==> src/rtl/mrh_pkg.sv <==
// mrh_pkg: shared types and constants of the member registry message hub
// message ids, action and status codes, command and response words between
// the hub core and its list and queue engines; no dependencies
package mrh_pkg;

	// message ids
	localparam logic [31:0] ID_REGISTER   = 32'h000F_0004;
	localparam logic [31:0] ID_IGNORE_LO  = 32'h000F_0005;
	localparam logic [31:0] ID_IGNORE_HI  = 32'h000F_0007;
	localparam logic [31:0] ID_UNREGISTER = 32'h000F_0008;

	typedef enum logic [1:0] {
		ACT_FRAME      = 2'd0,
		ACT_MESSAGE    = 2'd1,
		ACT_READ_LIST  = 2'd2,
		ACT_READ_QUEUE = 2'd3
	} action_t;

	typedef enum logic [3:0] {
		ST_FRAME      = 4'd0,
		ST_NEW        = 4'd1,
		ST_UPDATED    = 4'd2,
		ST_MISMATCH   = 4'd3,
		ST_LIST_FULL  = 4'd4,
		ST_IGNORED    = 4'd5,
		ST_REMOVED    = 4'd6,
		ST_NOT_FOUND  = 4'd7,
		ST_DEFERRED   = 4'd8,
		ST_QUEUE_FULL = 4'd9,
		ST_READ_OK    = 4'd10,
		ST_BAD_INDEX  = 4'd11
	} status_t;

	typedef enum logic [1:0] {
		LOP_REG   = 2'd0,
		LOP_UNREG = 2'd1,
		LOP_READ  = 2'd2
	} list_op_t;

	typedef enum logic [1:0] {
		QOP_FRAME  = 2'd0,
		QOP_APPEND = 2'd1,
		QOP_READ   = 2'd2
	} queue_op_t;

	typedef struct packed {
		list_op_t    op;
		logic [31:0] handle;
		logic [15:0] value;
		logic [4:0]  index;
	} list_cmd_t;

	typedef struct packed {
		status_t     status;
		logic        ack;
		logic [31:0] ack_target;
		logic [31:0] read_handle;
		logic [15:0] read_value;
	} list_resp_t;

	typedef struct packed {
		queue_op_t          op;
		logic [31:0]        msg_id;
		logic [31:0]        sender;
		logic signed [31:0] payload;
		logic [4:0]         index;
	} queue_cmd_t;

	typedef struct packed {
		status_t            status;
		logic [31:0]        read_handle;
		logic [31:0]        read_msg_id;
		logic signed [31:0] read_value;
	} queue_resp_t;

endpackage

==> src/rtl/mrh_list.sv <==
// mrh_list: registration list engine, handle and value kept in one
// synchronous memory; scans, updates, appends and compacts one entry a cycle
// depends on mrh_pkg
module mrh_list import mrh_pkg::*; #(
	parameter int LIST_DEPTH = 32,
	localparam int LA = (LIST_DEPTH > 1) ? $clog2(LIST_DEPTH) : 1,
	localparam int LC = $clog2(LIST_DEPTH + 1)
) (
	input  logic          clk,
	input  logic          arst_n,
	input  logic          cmd_valid,
	input  list_cmd_t     cmd,
	output logic          resp_valid,
	output list_resp_t    resp,
	output logic [LC-1:0] total
);

	typedef struct packed {
		logic [31:0] handle;
		logic [15:0] value;
	} entry_t;

	typedef enum logic [1:0] {
		S_IDLE,
		S_SCAN,
		S_READ_WAIT
	} state_t;

	state_t        state_q;
	list_op_t      op_q;
	logic [31:0]   handle_q;
	logic [15:0]   value_q;
	logic [LC-1:0] total_q;
	logic [LC-1:0] rd_ptr_q;
	logic          chk_vld_s1;
	logic [LA-1:0] chk_addr_s1;
	logic          found_q;
	logic          resp_valid_q;
	list_resp_t    resp_q;

	entry_t        mem [LIST_DEPTH];
	entry_t        rd_data_q;
	logic          rd_en;
	logic [LA-1:0] rd_addr;
	logic          we;
	logic [LA-1:0] wa;
	entry_t        wd;

	logic          idx_ok;
	logic          issue;
	logic          match;
	logic          drained;
	logic          full;

	assign idx_ok  = (LC+5)'(cmd.index) < (LC+5)'(total_q);
	assign issue   = (state_q == S_SCAN) && (rd_ptr_q < total_q);
	assign match   = chk_vld_s1 && (rd_data_q.handle == handle_q);
	assign drained = (state_q == S_SCAN) && !issue && !chk_vld_s1;
	assign full    = total_q == LC'(LIST_DEPTH);

	// memory port control; reads run ahead of writes by one entry for an
	// update and two for a compaction move, so a read never hits the entry
	// being written back
	always_comb begin
		rd_en   = 1'b0;
		rd_addr = '0;
		we      = 1'b0;
		wa      = '0;
		wd      = '{handle: handle_q, value: value_q};
		case (state_q)
			S_IDLE: begin
				if (cmd_valid && cmd.op == LOP_READ && idx_ok) begin
					rd_en   = 1'b1;
					rd_addr = LA'(cmd.index);
				end
			end
			S_SCAN: begin
				if (issue) begin
					rd_en   = 1'b1;
					rd_addr = rd_ptr_q[LA-1:0];
				end
				if (op_q == LOP_REG && match) begin
					we = 1'b1;
					wa = chk_addr_s1;
				end
				if (op_q == LOP_UNREG && chk_vld_s1 && found_q) begin
					// compaction: move this entry down by one
					we = 1'b1;
					wa = chk_addr_s1 - LA'(1);
					wd = rd_data_q;
				end
				if (drained && op_q == LOP_REG && !found_q && !full) begin
					we = 1'b1;
					wa = total_q[LA-1:0];
				end
			end
			default: ;
		endcase
	end

	// list memory
	always_ff @(posedge clk) begin
		if (we) begin
			mem[wa] <= wd;
		end
		if (rd_en) begin
			rd_data_q <= mem[rd_addr];
		end
	end

	// sequencer
	always_ff @(posedge clk or negedge arst_n) begin
		if (!arst_n) begin
			state_q      <= S_IDLE;
			op_q         <= LOP_REG;
			handle_q     <= '0;
			value_q      <= '0;
			total_q      <= '0;
			rd_ptr_q     <= '0;
			chk_vld_s1   <= 1'b0;
			chk_addr_s1  <= '0;
			found_q      <= 1'b0;
			resp_valid_q <= 1'b0;
			resp_q       <= '0;
		end else begin
			resp_valid_q <= 1'b0;
			case (state_q)
				S_IDLE: begin
					if (cmd_valid) begin
						op_q       <= cmd.op;
						handle_q   <= cmd.handle;
						value_q    <= cmd.value;
						rd_ptr_q   <= '0;
						chk_vld_s1 <= 1'b0;
						found_q    <= 1'b0;
						if (cmd.op == LOP_READ) begin
							if (idx_ok) begin
								state_q <= S_READ_WAIT;
							end else begin
								resp_valid_q  <= 1'b1;
								resp_q        <= '0;
								resp_q.status <= ST_BAD_INDEX;
							end
						end else begin
							state_q <= S_SCAN;
						end
					end
				end
				S_SCAN: begin
					chk_vld_s1  <= issue;
					chk_addr_s1 <= rd_ptr_q[LA-1:0];
					if (issue) begin
						rd_ptr_q <= LC'(rd_ptr_q + 1'b1);
					end
					if (match) begin
						found_q <= 1'b1;
					end
					if (drained) begin
						state_q      <= S_IDLE;
						resp_valid_q <= 1'b1;
						resp_q       <= '0;
						if (op_q == LOP_REG) begin
							if (found_q) begin
								resp_q.status     <= ST_UPDATED;
								resp_q.ack        <= 1'b1;
								resp_q.ack_target <= handle_q;
							end else if (full) begin
								resp_q.status <= ST_LIST_FULL;
							end else begin
								total_q           <= LC'(total_q + 1'b1);
								resp_q.status     <= ST_NEW;
								resp_q.ack        <= 1'b1;
								resp_q.ack_target <= handle_q;
							end
						end else if (found_q) begin
							total_q       <= LC'(total_q - 1'b1);
							resp_q.status <= ST_REMOVED;
						end else begin
							resp_q.status <= ST_NOT_FOUND;
						end
					end
				end
				S_READ_WAIT: begin
					state_q            <= S_IDLE;
					resp_valid_q       <= 1'b1;
					resp_q             <= '0;
					resp_q.status      <= ST_READ_OK;
					resp_q.read_handle <= rd_data_q.handle;
					resp_q.read_value  <= rd_data_q.value;
				end
				default: begin
					state_q <= S_IDLE;
				end
			endcase
		end
	end

	assign resp_valid = resp_valid_q;
	assign resp       = resp_q;
	assign total      = total_q;

endmodule

==> src/rtl/mrh_queue.sv <==
// mrh_queue: deferred message queue in one synchronous memory;
// appends at the fill count, reads by index, frame start empties it
// depends on mrh_pkg
module mrh_queue import mrh_pkg::*; #(
	parameter int QUEUE_DEPTH = 16,
	localparam int QA = (QUEUE_DEPTH > 1) ? $clog2(QUEUE_DEPTH) : 1,
	localparam int QC = $clog2(QUEUE_DEPTH + 1)
) (
	input  logic          clk,
	input  logic          arst_n,
	input  logic          cmd_valid,
	input  queue_cmd_t    cmd,
	output logic          resp_valid,
	output queue_resp_t   resp,
	output logic [QC-1:0] total
);

	typedef struct packed {
		logic [31:0]        msg_id;
		logic [31:0]        sender;
		logic signed [31:0] payload;
	} entry_t;

	entry_t        mem [QUEUE_DEPTH];
	entry_t        rd_data_q;
	logic [QC-1:0] total_q;
	logic          rd_pend_q;
	logic          resp_valid_q;
	queue_resp_t   resp_q;

	logic          idx_ok;
	logic          full;
	logic          rd_en;
	logic          we;

	assign idx_ok = (QC+5)'(cmd.index) < (QC+5)'(total_q);
	assign full   = total_q == QC'(QUEUE_DEPTH);
	assign rd_en  = cmd_valid && cmd.op == QOP_READ && idx_ok;
	assign we     = cmd_valid && cmd.op == QOP_APPEND && !full;

	// queue memory
	always_ff @(posedge clk) begin
		if (we) begin
			mem[total_q[QA-1:0]] <= '{msg_id: cmd.msg_id, sender: cmd.sender,
				payload: cmd.payload};
		end
		if (rd_en) begin
			rd_data_q <= mem[QA'(cmd.index)];
		end
	end

	// count and response
	always_ff @(posedge clk or negedge arst_n) begin
		if (!arst_n) begin
			total_q      <= '0;
			rd_pend_q    <= 1'b0;
			resp_valid_q <= 1'b0;
			resp_q       <= '0;
		end else begin
			resp_valid_q <= 1'b0;
			rd_pend_q    <= rd_en;
			if (rd_pend_q) begin
				resp_valid_q       <= 1'b1;
				resp_q.status      <= ST_READ_OK;
				resp_q.read_handle <= rd_data_q.sender;
				resp_q.read_msg_id <= rd_data_q.msg_id;
				resp_q.read_value  <= rd_data_q.payload;
			end
			if (cmd_valid && !rd_en) begin
				resp_valid_q <= 1'b1;
				resp_q       <= '0;
				case (cmd.op)
					QOP_FRAME: begin
						total_q       <= '0;
						resp_q.status <= ST_FRAME;
					end
					QOP_APPEND: begin
						if (full) begin
							resp_q.status <= ST_QUEUE_FULL;
						end else begin
							total_q       <= QC'(total_q + 1'b1);
							resp_q.status <= ST_DEFERRED;
						end
					end
					default: begin
						resp_q.status <= ST_BAD_INDEX;
					end
				endcase
			end
		end
	end

	assign resp_valid = resp_valid_q;
	assign resp       = resp_q;
	assign total      = total_q;

endmodule

==> src/rtl/member_registry_message_hub_core.sv <==
// member_registry_message_hub_core: top level of the message hub
// decodes items, dispatches to the list and queue engines or answers locally, registers results
// depends on mrh_pkg, mrh_list, mrh_queue
//
// usage
//   an item is taken at a rising edge with start high and busy low; busy then
//   stays high until the result word goes out. each item gives one result
//   word, shown for one cycle with done high; done cannot be held off, so
//   capture the result in the cycle it is shown. a new start may be given in
//   the same cycle as done.
//   own_slot must be written with own_slot_we / own_slot_wdata only while idle; the block does not enforce it.
// item handling
//   list or queue read: one synchronous memory read, skipped when the
//   index is at or beyond the count
//   register / unregister: the list memory is scanned one entry a cycle
//   and unregister compacts in the same pass
// one item at a time: a new item is taken only once the last one's result goes out
// reset
//   member and queue counts and own_slot go to zero; memory contents are not
//   cleared, entries beyond the counts are never returned
module member_registry_message_hub_core import mrh_pkg::*; #(
	parameter int LIST_DEPTH  = 32,
	parameter int QUEUE_DEPTH = 16,
	localparam int LC = $clog2(LIST_DEPTH + 1),
	localparam int QC = $clog2(QUEUE_DEPTH + 1)
) (
	input  logic               clk,
	input  logic               arst_n,
	input  logic               own_slot_we,
	input  logic [7:0]         own_slot_wdata,
	input  logic               start,
	output logic               busy,
	input  logic [1:0]         action,
	input  logic [31:0]        msg_id,
	input  logic [31:0]        sender,
	input  logic [7:0]         sender_slot,
	input  logic signed [31:0] payload,
	input  logic [4:0]         entry_index,
	output logic               done,
	output logic [3:0]         status,
	output logic               send_ack,
	output logic [31:0]        ack_target,
	output logic [31:0]        read_handle,
	output logic [31:0]        read_msg_id,
	output logic signed [31:0] read_value,
	output logic [LC-1:0]      member_count,
	output logic [QC-1:0]      deferred_count
);

	logic [7:0]         own_slot_q;
	logic               busy_q;
	logic               local_vld_q;
	status_t            local_status_q;
	logic               done_q;
	status_t            status_q;
	logic               send_ack_q;
	logic [31:0]        ack_target_q;
	logic [31:0]        read_handle_q;
	logic [31:0]        read_msg_id_q;
	logic signed [31:0] read_value_q;
	logic [LC-1:0]      member_count_q;
	logic [QC-1:0]      deferred_count_q;

	logic               accept;
	logic               list_cmd_valid;
	list_cmd_t          list_cmd;
	logic               list_resp_valid;
	list_resp_t         list_resp;
	logic [LC-1:0]      list_total;
	logic               queue_cmd_valid;
	queue_cmd_t         queue_cmd;
	logic               queue_resp_valid;
	queue_resp_t        queue_resp;
	logic [QC-1:0]      queue_total;
	logic               local_hit;
	status_t            local_status;

	assign accept = start && !busy_q;

	// item decode and dispatch
	always_comb begin
		list_cmd_valid  = 1'b0;
		queue_cmd_valid = 1'b0;
		local_hit       = 1'b0;
		local_status    = ST_IGNORED;
		list_cmd        = '{op: LOP_READ, handle: sender, value: payload[15:0],
			index: entry_index};
		queue_cmd       = '{op: QOP_READ, msg_id: msg_id, sender: sender,
			payload: payload, index: entry_index};
		case (action_t'(action))
			ACT_FRAME: begin
				queue_cmd_valid = accept;
				queue_cmd.op    = QOP_FRAME;
			end
			ACT_MESSAGE: begin
				if (msg_id == ID_REGISTER) begin
					if (sender_slot != own_slot_q) begin
						local_hit    = accept;
						local_status = ST_MISMATCH;
					end else begin
						list_cmd_valid = accept;
						list_cmd.op    = LOP_REG;
					end
				end else if (msg_id >= ID_IGNORE_LO && msg_id <= ID_IGNORE_HI) begin
					local_hit    = accept;
					local_status = ST_IGNORED;
				end else if (msg_id == ID_UNREGISTER) begin
					list_cmd_valid = accept;
					list_cmd.op    = LOP_UNREG;
				end else begin
					queue_cmd_valid = accept;
					queue_cmd.op    = QOP_APPEND;
				end
			end
			ACT_READ_LIST: begin
				list_cmd_valid = accept;
			end
			ACT_READ_QUEUE: begin
				queue_cmd_valid = accept;
			end
			default: ;
		endcase
	end

	mrh_list #(
		.LIST_DEPTH(LIST_DEPTH)
	) u_list (
		.clk        (clk),
		.arst_n     (arst_n),
		.cmd_valid  (list_cmd_valid),
		.cmd        (list_cmd),
		.resp_valid (list_resp_valid),
		.resp       (list_resp),
		.total      (list_total)
	);

	mrh_queue #(
		.QUEUE_DEPTH(QUEUE_DEPTH)
	) u_queue (
		.clk        (clk),
		.arst_n     (arst_n),
		.cmd_valid  (queue_cmd_valid),
		.cmd        (queue_cmd),
		.resp_valid (queue_resp_valid),
		.resp       (queue_resp),
		.total      (queue_total)
	);

	// config register, busy flag and result word
	always_ff @(posedge clk or negedge arst_n) begin
		if (!arst_n) begin
			own_slot_q       <= '0;
			busy_q           <= 1'b0;
			local_vld_q      <= 1'b0;
			local_status_q   <= ST_IGNORED;
			done_q           <= 1'b0;
			status_q         <= ST_FRAME;
			send_ack_q       <= 1'b0;
			ack_target_q     <= '0;
			read_handle_q    <= '0;
			read_msg_id_q    <= '0;
			read_value_q     <= '0;
			member_count_q   <= '0;
			deferred_count_q <= '0;
		end else begin
			if (own_slot_we) begin
				own_slot_q <= own_slot_wdata;
			end
			local_vld_q <= local_hit;
			if (local_hit) begin
				local_status_q <= local_status;
			end
			done_q <= list_resp_valid || queue_resp_valid || local_vld_q;
			if (accept) begin
				busy_q <= 1'b1;
			end else if (list_resp_valid || queue_resp_valid || local_vld_q) begin
				busy_q <= 1'b0;
			end
			member_count_q   <= list_total;
			deferred_count_q <= queue_total;
			if (list_resp_valid) begin
				status_q      <= list_resp.status;
				send_ack_q    <= list_resp.ack;
				ack_target_q  <= list_resp.ack_target;
				read_handle_q <= list_resp.read_handle;
				read_msg_id_q <= '0;
				read_value_q  <= {{16{list_resp.read_value[15]}}, list_resp.read_value};
			end else if (queue_resp_valid) begin
				status_q      <= queue_resp.status;
				send_ack_q    <= 1'b0;
				ack_target_q  <= '0;
				read_handle_q <= queue_resp.read_handle;
				read_msg_id_q <= queue_resp.read_msg_id;
				read_value_q  <= queue_resp.read_value;
			end else if (local_vld_q) begin
				status_q      <= local_status_q;
				send_ack_q    <= 1'b0;
				ack_target_q  <= '0;
				read_handle_q <= '0;
				read_msg_id_q <= '0;
				read_value_q  <= '0;
			end
		end
	end

	assign busy           = busy_q;
	assign done           = done_q;
	assign status         = status_q;
	assign send_ack       = send_ack_q;
	assign ack_target     = ack_target_q;
	assign read_handle    = read_handle_q;
	assign read_msg_id    = read_msg_id_q;
	assign read_value     = read_value_q;
	assign member_count   = member_count_q;
	assign deferred_count = deferred_count_q;

endmodule

==> config.mk <==
export PLATFORM = sky130hd
export DESIGN_NAME = member_registry_message_hub_core
export DESIGN_NICKNAME = d
export VERILOG_FILES = /design/src/rtl/mrh_pkg.sv /design/src/rtl/mrh_list.sv /design/src/rtl/mrh_queue.sv /design/src/rtl/member_registry_message_hub_core.sv
export SDC_FILE = /design/constraint.sdc
export NUM_CORES = 2
export LEC_CHECK = 0
export BUFFER_PORTS_ARGS = -buffer_cell sky130_fd_sc_hd__buf_2
export CAP_MARGIN = 10
export CORE_AREA = 2 2 624 626
export DETAILED_ROUTE_END_ITERATION = 8
export DIE_AREA = 0 0 626 628
export REMOVE_ABC_BUFFERS = 1
export SLEW_MARGIN = 20
export SYNTH_ARGS = -nofsm -noshare
export SYNTH_HDL_FRONTEND = slang
export SYNTH_HIERARCHICAL = 1
export SYNTH_SLANG_ARGS = --single-unit
==> constraint.sdc <==
create_clock -name clk -period 8.95 [get_ports clk]
set_input_delay 1.79 -clock clk [delete_from_list [all_inputs] [get_ports clk]]
set_output_delay 1.79 -clock clk [all_outputs]
set_load 0.01 [all_outputs]
Word level (Yosys, flattened, before mapping):

Memory sizes are Yosys's and may differ from the RTL's. A register that Yosys moved wholly into a read port is not among the register bits.
Index checks and enable logic that the tools add are counted.

* bits in registers: 423
* input bits: 123
* output and inout port bits: 146
* RAM bits: 3072
* word-level logic and storage cells: 222
* memories kept: 2

Memory list
* u_list.mem: depth 32, bits a word 48, rd ports 1, clocked after memory_dff 1, wr ports 1, RTL line mrh_list.sv:41 `entry_t mem [LIST_DEPTH];`
* u_queue.mem: depth 16, bits a word 96, rd ports 1, clocked after memory_dff 1, wr ports 1, RTL line mrh_queue.sv:24 `entry_t mem [QUEUE_DEPTH];`

* equal/unequal tests: 25
* multiplexer cells: 102
* magnitude comparators: 5
* reductions and logical operators: 48
* add/sub/neg operators: 5

Operators with widths (count)
* $mux 85: 4
* $mux 32: 9
* $pmux 85 s3: 1
* $mux 100: 2
* $mux 48: 2
* $mux 33: 2
* $eq 32x20->1 const B: 2
* $mux 37: 1
* $mux 1: 36
* $mux 6: 6
* $mux 5: 7
* $eq 32x32->1: 1
* $ge 32x20->1 const B: 1
* $le 32x20->1 const B: 1
* $mux 2: 12
* $mux 4: 6
* $pmux 5 s2: 2
* $logic_and 1x1->1: 19
* $add 6x1->6 const B: 2
* $ne 2x1->1 const B: 6
* $pmux 6 s2: 1
* $reduce_and 3->1: 4
* $eq 2x2->1 const B: 5
* $pmux 1 s2: 5
* other kinds (24): 48

Logic depth before layout (Yosys ltp):

* depth after elaboration: 12
* depth in mapped cells: 17
* mapped depth without buffers: 13

Hierarchy:

Netlist, hierarchy kept.

Modules (own cells, without submodules)
* mrh_list: area each 71247.1 um2, sequential area each 51494.4 um2, cells an instance 4677, times used 1
* mrh_queue: area each 64757.1 um2, sequential area each 51659.5 um2, cells an instance 2834, times used 1
* member_registry_message_hub_core: area each 6287.3 um2, sequential area each 3930.0 um2, cells an instance 509, times used 1

Worst setup path before layout:

OpenSTA, ideal clock, no wires.

* path type: input to register
* start point: input port msg_id[14]
* end point: register u_queue.rd_pend_q
* cell stages on the path: 8
* slack: -25 ps
* data required time: 8280 ps
* path buffers: 0
* library setup time: 670 ps
* arrival time: 8306 ps
* cells stage by stage: or4_4 -> nor2_1 -> or4b_4 -> nor3b_4 -> a21oi_1 -> and4bb_2 -> nand2_1 -> a31oi_1

RTL lines
* from (decl): RTL line member_registry_message_hub_core.sv:34 `input logic [31:0] msg_id,`
* to (signal assigned): RTL line mrh_queue.sv:61 `rd_pend_q <= rd_en;`
* to (decl): RTL line mrh_queue.sv:27 `logic rd_pend_q;`

Worst setup path after layout:

* start point: input port msg_id[14]
* end point: register u_list/rd_data_q[9] (netlist name)

* elaborated cells between the ends (all ways): 20
* classes of those cells: order compare: 2; eq/ne: 3; mux: 12; reduce/logical: 3

RTL lines
* $ge 32x20->1 (tied with other cells): RTL line member_registry_message_hub_core.sv:104 `end else if (msg_id >= ID_IGNORE_LO && msg_id <= ID_IGNORE_HI) begin`
* $logic_and 1x1->1 or $mux 1 (tied branches): RTL line member_registry_message_hub_core.sv:104, member_registry_message_hub_core.sv:107
* $mux 1: RTL line member_registry_message_hub_core.sv:104
* $mux 1 (*): RTL line member_registry_message_hub_core.sv:96 `if (msg_id == ID_REGISTER) begin`
* $pmux 1 s2 (*): RTL line member_registry_message_hub_core.sv:90 `case (action_t'(action))`
* via list_cmd_valid: RTL line member_registry_message_hub_core.sv:65 `logic list_cmd_valid;`
* $logic_and 1x1->1 (*) (2 in series): RTL line mrh_list.sv:72 `if (cmd_valid && cmd.op == LOP_READ && idx_ok) begin`
* $mux 5 or $mux 1 (tied branches): RTL line mrh_list.sv:72
* $pmux 5 s2 or $pmux 1 s2 (tied branches): RTL line mrh_list.sv:70 `case (state_q)`

Mark *: on every way through the listed nets, which the timed path passes. The rest lies on a longest branch.
A chain may end at the register's enable or synchronous reset.

==> impl.org <==
** Status
- The run finished with clean final reports.

** Routing
- In the final routed layout, each cell accounts on average for 28.96 µm.
- For this block, the initial DRC count from the detailed router was 7960.
- The first TritonRoute pass finished after 6 iterations.
- DRC violation count after routing :: 0
- Via count :: 77580
- The routed design has around 400 mm of wire.
- After detailed routing, the number of vias per cell comes to between 5 and 6.
- The detail route stage leaves a number of antenna-violating nets equal to 0.

** Floorplanning
- The die is approximately 630 µm wide.
- Num ports :: 269
- Initial cell density of the core :: 36.76%
- After floorplanning, the core was sized to cover 387100 µm².
- Vertical die dimension :: approximately 630 µm
- Area enclosed by the die boundary :: 393100 µm²
- Total number of placement rows :: 229

** Critical path
- Of all nets on the critical path, the largest fanout is between 40 and 50.
- The slowest stage of the critical path belongs to the cell sky130_fd_sc_hd__a21o_4.
- Number of cells on the worst reg-to-reg path :: 10
- The worst setup path is captured at a flip-flop.
- The critical path in this run is classified as input pin to flip-flop.
- Critical Path Source Type :: input pin
- Traced cell by cell, the critical path runs through buf_2 -> or4_4 -> or3_1 -> nor3_2 -> nor4b_2 -> o211a_1 -> nand4_1 -> a211oi_4 -> a21o_4 -> buf_4 -> a2111oi_0 -> a311oi_1 -> a31oi_1 -> o211ai_1.
- Maximum cell stage delay along the critical path :: between 0.7 and 0.8 ns
- Data on the critical path is required at its endpoint by 9.68 ns.
- The worst register-to-register path begins at u_list/handle_q[31]$_DFFE_PN0P_.
- Arrival time at the worst endpoint :: approximately 7.3 ns
- Worst reg-to-reg setup slack :: 2.94 ns
- The endpoint identified for the worst register-to-register timing path is u_list/mem[8][6]$_DFFE_PP_.

** GRT
- Global-route wire length before repair :: between 500 and 600 mm
- Number of global-route vias before repair :: 78470
- Total global routing overflow :: 0
- The initial antenna violation count is 42.
- Maximum number of pins on one net before global-route repair :: 134
- In the global route stage, overall resource usage came out at 19.94%.

** Synth
- Summing the sequential cell areas from Yosys gives 75.26% of the chip area.
- Post-synth EDFFs :: 3216
- Post-synthesis cell count :: 8020
- Flip-flop cell with the highest count after synthesis :: sky130_fd_sc_hd__edfxtp_1
- The synthesized design contains 3636 register bits.
- In this run the mean area of a mapped cell was 17.74 µm².
- The netlist uses 99 different library cells.
- Count of synthesis-stage warnings from yosys :: 6
- After synthesis, the share of flip-flops with an asynchronous set or reset is 11.55%.
- Summing every instance area after synthesis gives 142300 µm².

** Timing
- Number of failing hold endpoints at the final stage :: 0
- Measured against its own limit, the worst slew margin works out to 22.90%.
- Setup slack on the critical path of the routed design comes to roughly 2.3 ns.
- Fmax achieved :: 0.1513 GHz
- Total of endpoints with negative setup slack in the final report :: 0
- For the final database, setup skew stands at a little under 0.08 ns.
- Setup repair after global routing left no endpoint under its margin.
- The worst path uses 73.84% of the clock period.
- Max Slew Vio Count :: 0
- For the pin with the worst max-slew slack, the measured transition is 1.154 ns.
- For the finished layout, the period the worst path requires is about 6.6 ns.

** Finish
- Layout Utilization :: 42.00%
- The library cells used most frequently in the layout, excluding fill and tap cells, are 3216 x sky130_fd_sc_hd__edfxtp_1, 769 x sky130_fd_sc_hd__nand2_1, 580 x sky130_fd_sc_hd__mux2i_1, 416 x sky130_fd_sc_hd__dfrtp_1, 384 x sky130_fd_sc_hd__mux4_2.
- Compared with the post-synthesis result, the final layout area differs by 14.26%.
- Fill cells in the final layout number 33840.
- Number of nets at the end of the flow :: 8479
- Leaving out fill and tap cells, the most frequent cell in the layout is sky130_fd_sc_hd__edfxtp_1.
- The post-route netlist has 19.54% of its cells at a drive strength greater than 1.

** Min path
- The path with the worst hold slack has its endpoint at deferred_count[4]$_DFF_PN0_.
- In this run the most critical hold path is launched from u_queue/total[4]$_DFFE_PN0P_.
- The worst hold path was traced through 0 stages.
- Worst min path class :: flip-flop to flip-flop

** CTS
- After clock tree synthesis, the repair step resized 0 gates.
- CTS tree :: yes
- The later pin in the worst-skew pair is clocked with a latency of 0.92 ns.
- The longest clock path from root to sink contains 4 buffers.
- Clock slew seen by the registers of the worst setup and hold paths :: around 0.060 ns
- Number of H-tree levels :: 5
- Cts hold-fix bufs :: 0
- In this run the post-CTS setup repair buffer count came out at 0.
- Cell chosen for the clock root :: sky130_fd_sc_hd__clkbuf_16
- Number of buffers created by CTS :: ~360
- The clock drives 3636 sinks.

** Placed design
- Routability-driven placement finished with a final weighted congestion of 0.8194.
- IO Port Bufs :: 268
- Timing analysis after detailed placement gives a worst setup slack of approximately 1.6 ns.
- Detailed placement HPWL :: 217.2 mm

** Power and ir drop
- Standby leakage power :: roughly 54 nW
- Peak supply drop :: 172.2 µV
- In this run the power density over the cells is 244.5 nW/µm².
- Power comes to 39.75 mW.

** Flow run
- Across the run, the number of max-cap violations was 0.
[kinds of logic after synthesis]
group,Yosys count,synth area share [%]
adders and majority gates,34,0.3042
buffers and inverters,695,2.294
xor gates and xnor gates,47,0.2893
DFF,3636,75.26
other,1,0.002635
and+or+nand+nor,1250,3.839
muxes,1121,11.40
AOI/OAI and AO/OA,1236,6.613
[metrics by stage]
stage | hold WS (ns) | std cells | instance area, µm² | setup TNS (ns)
2_1_floorplan | 0.3668 | 7503 | 139700 | -541.70
3_3_place_gp | 0.4265 | 13160 | 150300 | 0
3_5_place_dp | 0.4433 | 13160 | 150400 | 0
4_1_cts | 0.4562 | 13820 | 162500 | 0
5_1_grt | 0.4666 | 13830 | 162600 | 0
6_report | 0.4564 | 13840 | 162600 | 0
[cell usage after synthesis, types with 39 or more instances]
library cell / n / area (µm²)
sky130_fd_sc_hd__a22oi_1: 291 / 2185
sky130_fd_sc_hd__o32a_1: 49 / 490.5
sky130_fd_sc_hd__nand3_1: 108 / 540.5
sky130_fd_sc_hd__inv_1: 178 / 668.1
sky130_fd_sc_hd__mux4_2: 384 / 8648
sky130_fd_sc_hd__edfxtp_1: 3216 / 96570
sky130_fd_sc_hd__a31oi_1: 50 / 312.8
sky130_fd_sc_hd__buf_2: 137 / 685.7
sky130_fd_sc_hd__and3_1: 97 / 606.8
sky130_fd_sc_hd__a2111oi_0: 39 / 341.6
sky130_fd_sc_hd__nor2_1: 179 / 671.9
sky130_fd_sc_hd__buf_6: 40 / 450.4
sky130_fd_sc_hd__mux2i_1: 580 / 5806
sky130_fd_sc_hd__buf_4: 49 / 367.9
sky130_fd_sc_hd__buf_1: 41 / 153.9
sky130_fd_sc_hd__clkbuf_1: 250 / 938.4
sky130_fd_sc_hd__a211oi_1: 243 / 1824
sky130_fd_sc_hd__o221ai_1: 48 / 420.4
sky130_fd_sc_hd__a22o_1: 100 / 875.8
sky130_fd_sc_hd__dfrtp_1: 419 / 10490
sky130_fd_sc_hd__mux2_2: 152 / 1712
sky130_fd_sc_hd__o21ai_0: 156 / 780.8
sky130_fd_sc_hd__nand2_1: 773 / 2902
sky130_fd_sc_hd__a21oi_1: 72 / 360.4
[power by group]
part / internal, mW / leakage [nW] / switching [mW] / total, mW
sequential: 20.1 / 34.7 / 0.692 / 20.8
combinational: 0.959 / 13.9 / 2.52 / 3.48
clock: 9.11 / 5.91 / 6.40 / 15.5
total: 30.1 / 54.4 / 9.61 / 39.7
[cell type report]
cell class	count	area, µm²	area share, %
clock inverters	185	2257	1.388
flip-flops and latches	3636	107100	65.87
repair buffers	462	3603	2.216
multi-input cells	3689	32580	20.04
inverters	178	668.1	0.4109
clock buffers	469	9823	6.042
well taps	5197	6502	3.999
diodes	26	65.06	0.04002
[worst max path at each step]
stage	endpoint	from	slack [ns]	cells past startpoint
4_1_cts	u_list/rd_data_q[4]$_DFFE_PP_	msg_id[14]	2.47	14
6_report	u_list/rd_data_q[9]$_DFFE_PP_	msg_id[14]	2.34	14
3_3_place_gp	u_list/rd_data_q[8]$_DFFE_PP_	msg_id[14]	1.66	14
2_1_floorplan	u_list/rd_data_q[26]$_DFFE_PP_	msg_id[14]	-11.45	12
3_5_place_dp	u_list/rd_data_q[4]$_DFFE_PP_	msg_id[14]	1.59	14
5_1_grt	u_list/rd_data_q[9]$_DFFE_PP_	msg_id[9]	2.21	14
[layer usage]
metal / global-route usage (%) / routed length [µm]
met1: 25.39 / 156100
met2: 34.53 / 202900
met3: 2.737 / 26070
met4: 7.510 / 15730
met5: 0 / 57
[flip-flops by register name, summed over array words and instances (netlist names), 32 cells and up]
name               flops
u_list/mem          1536
u_list/rd_data_q      48
read_value            32
read_handle           32
u_queue/resp          99
u_queue/mem         1536
read_msg_id           32
u_queue/rd_data_q     96
u_list/handle_q       32
u_list/resp           85
ack_target            32
[critical path, delay by kind of cell]
kind | cells | cell delay [ns]
simple gates | 5 | 2.13
buf+inv | 2 | 0.68
compound gates | 7 | 2.71
No activity file was read; power rests on OpenSTA's default activity.
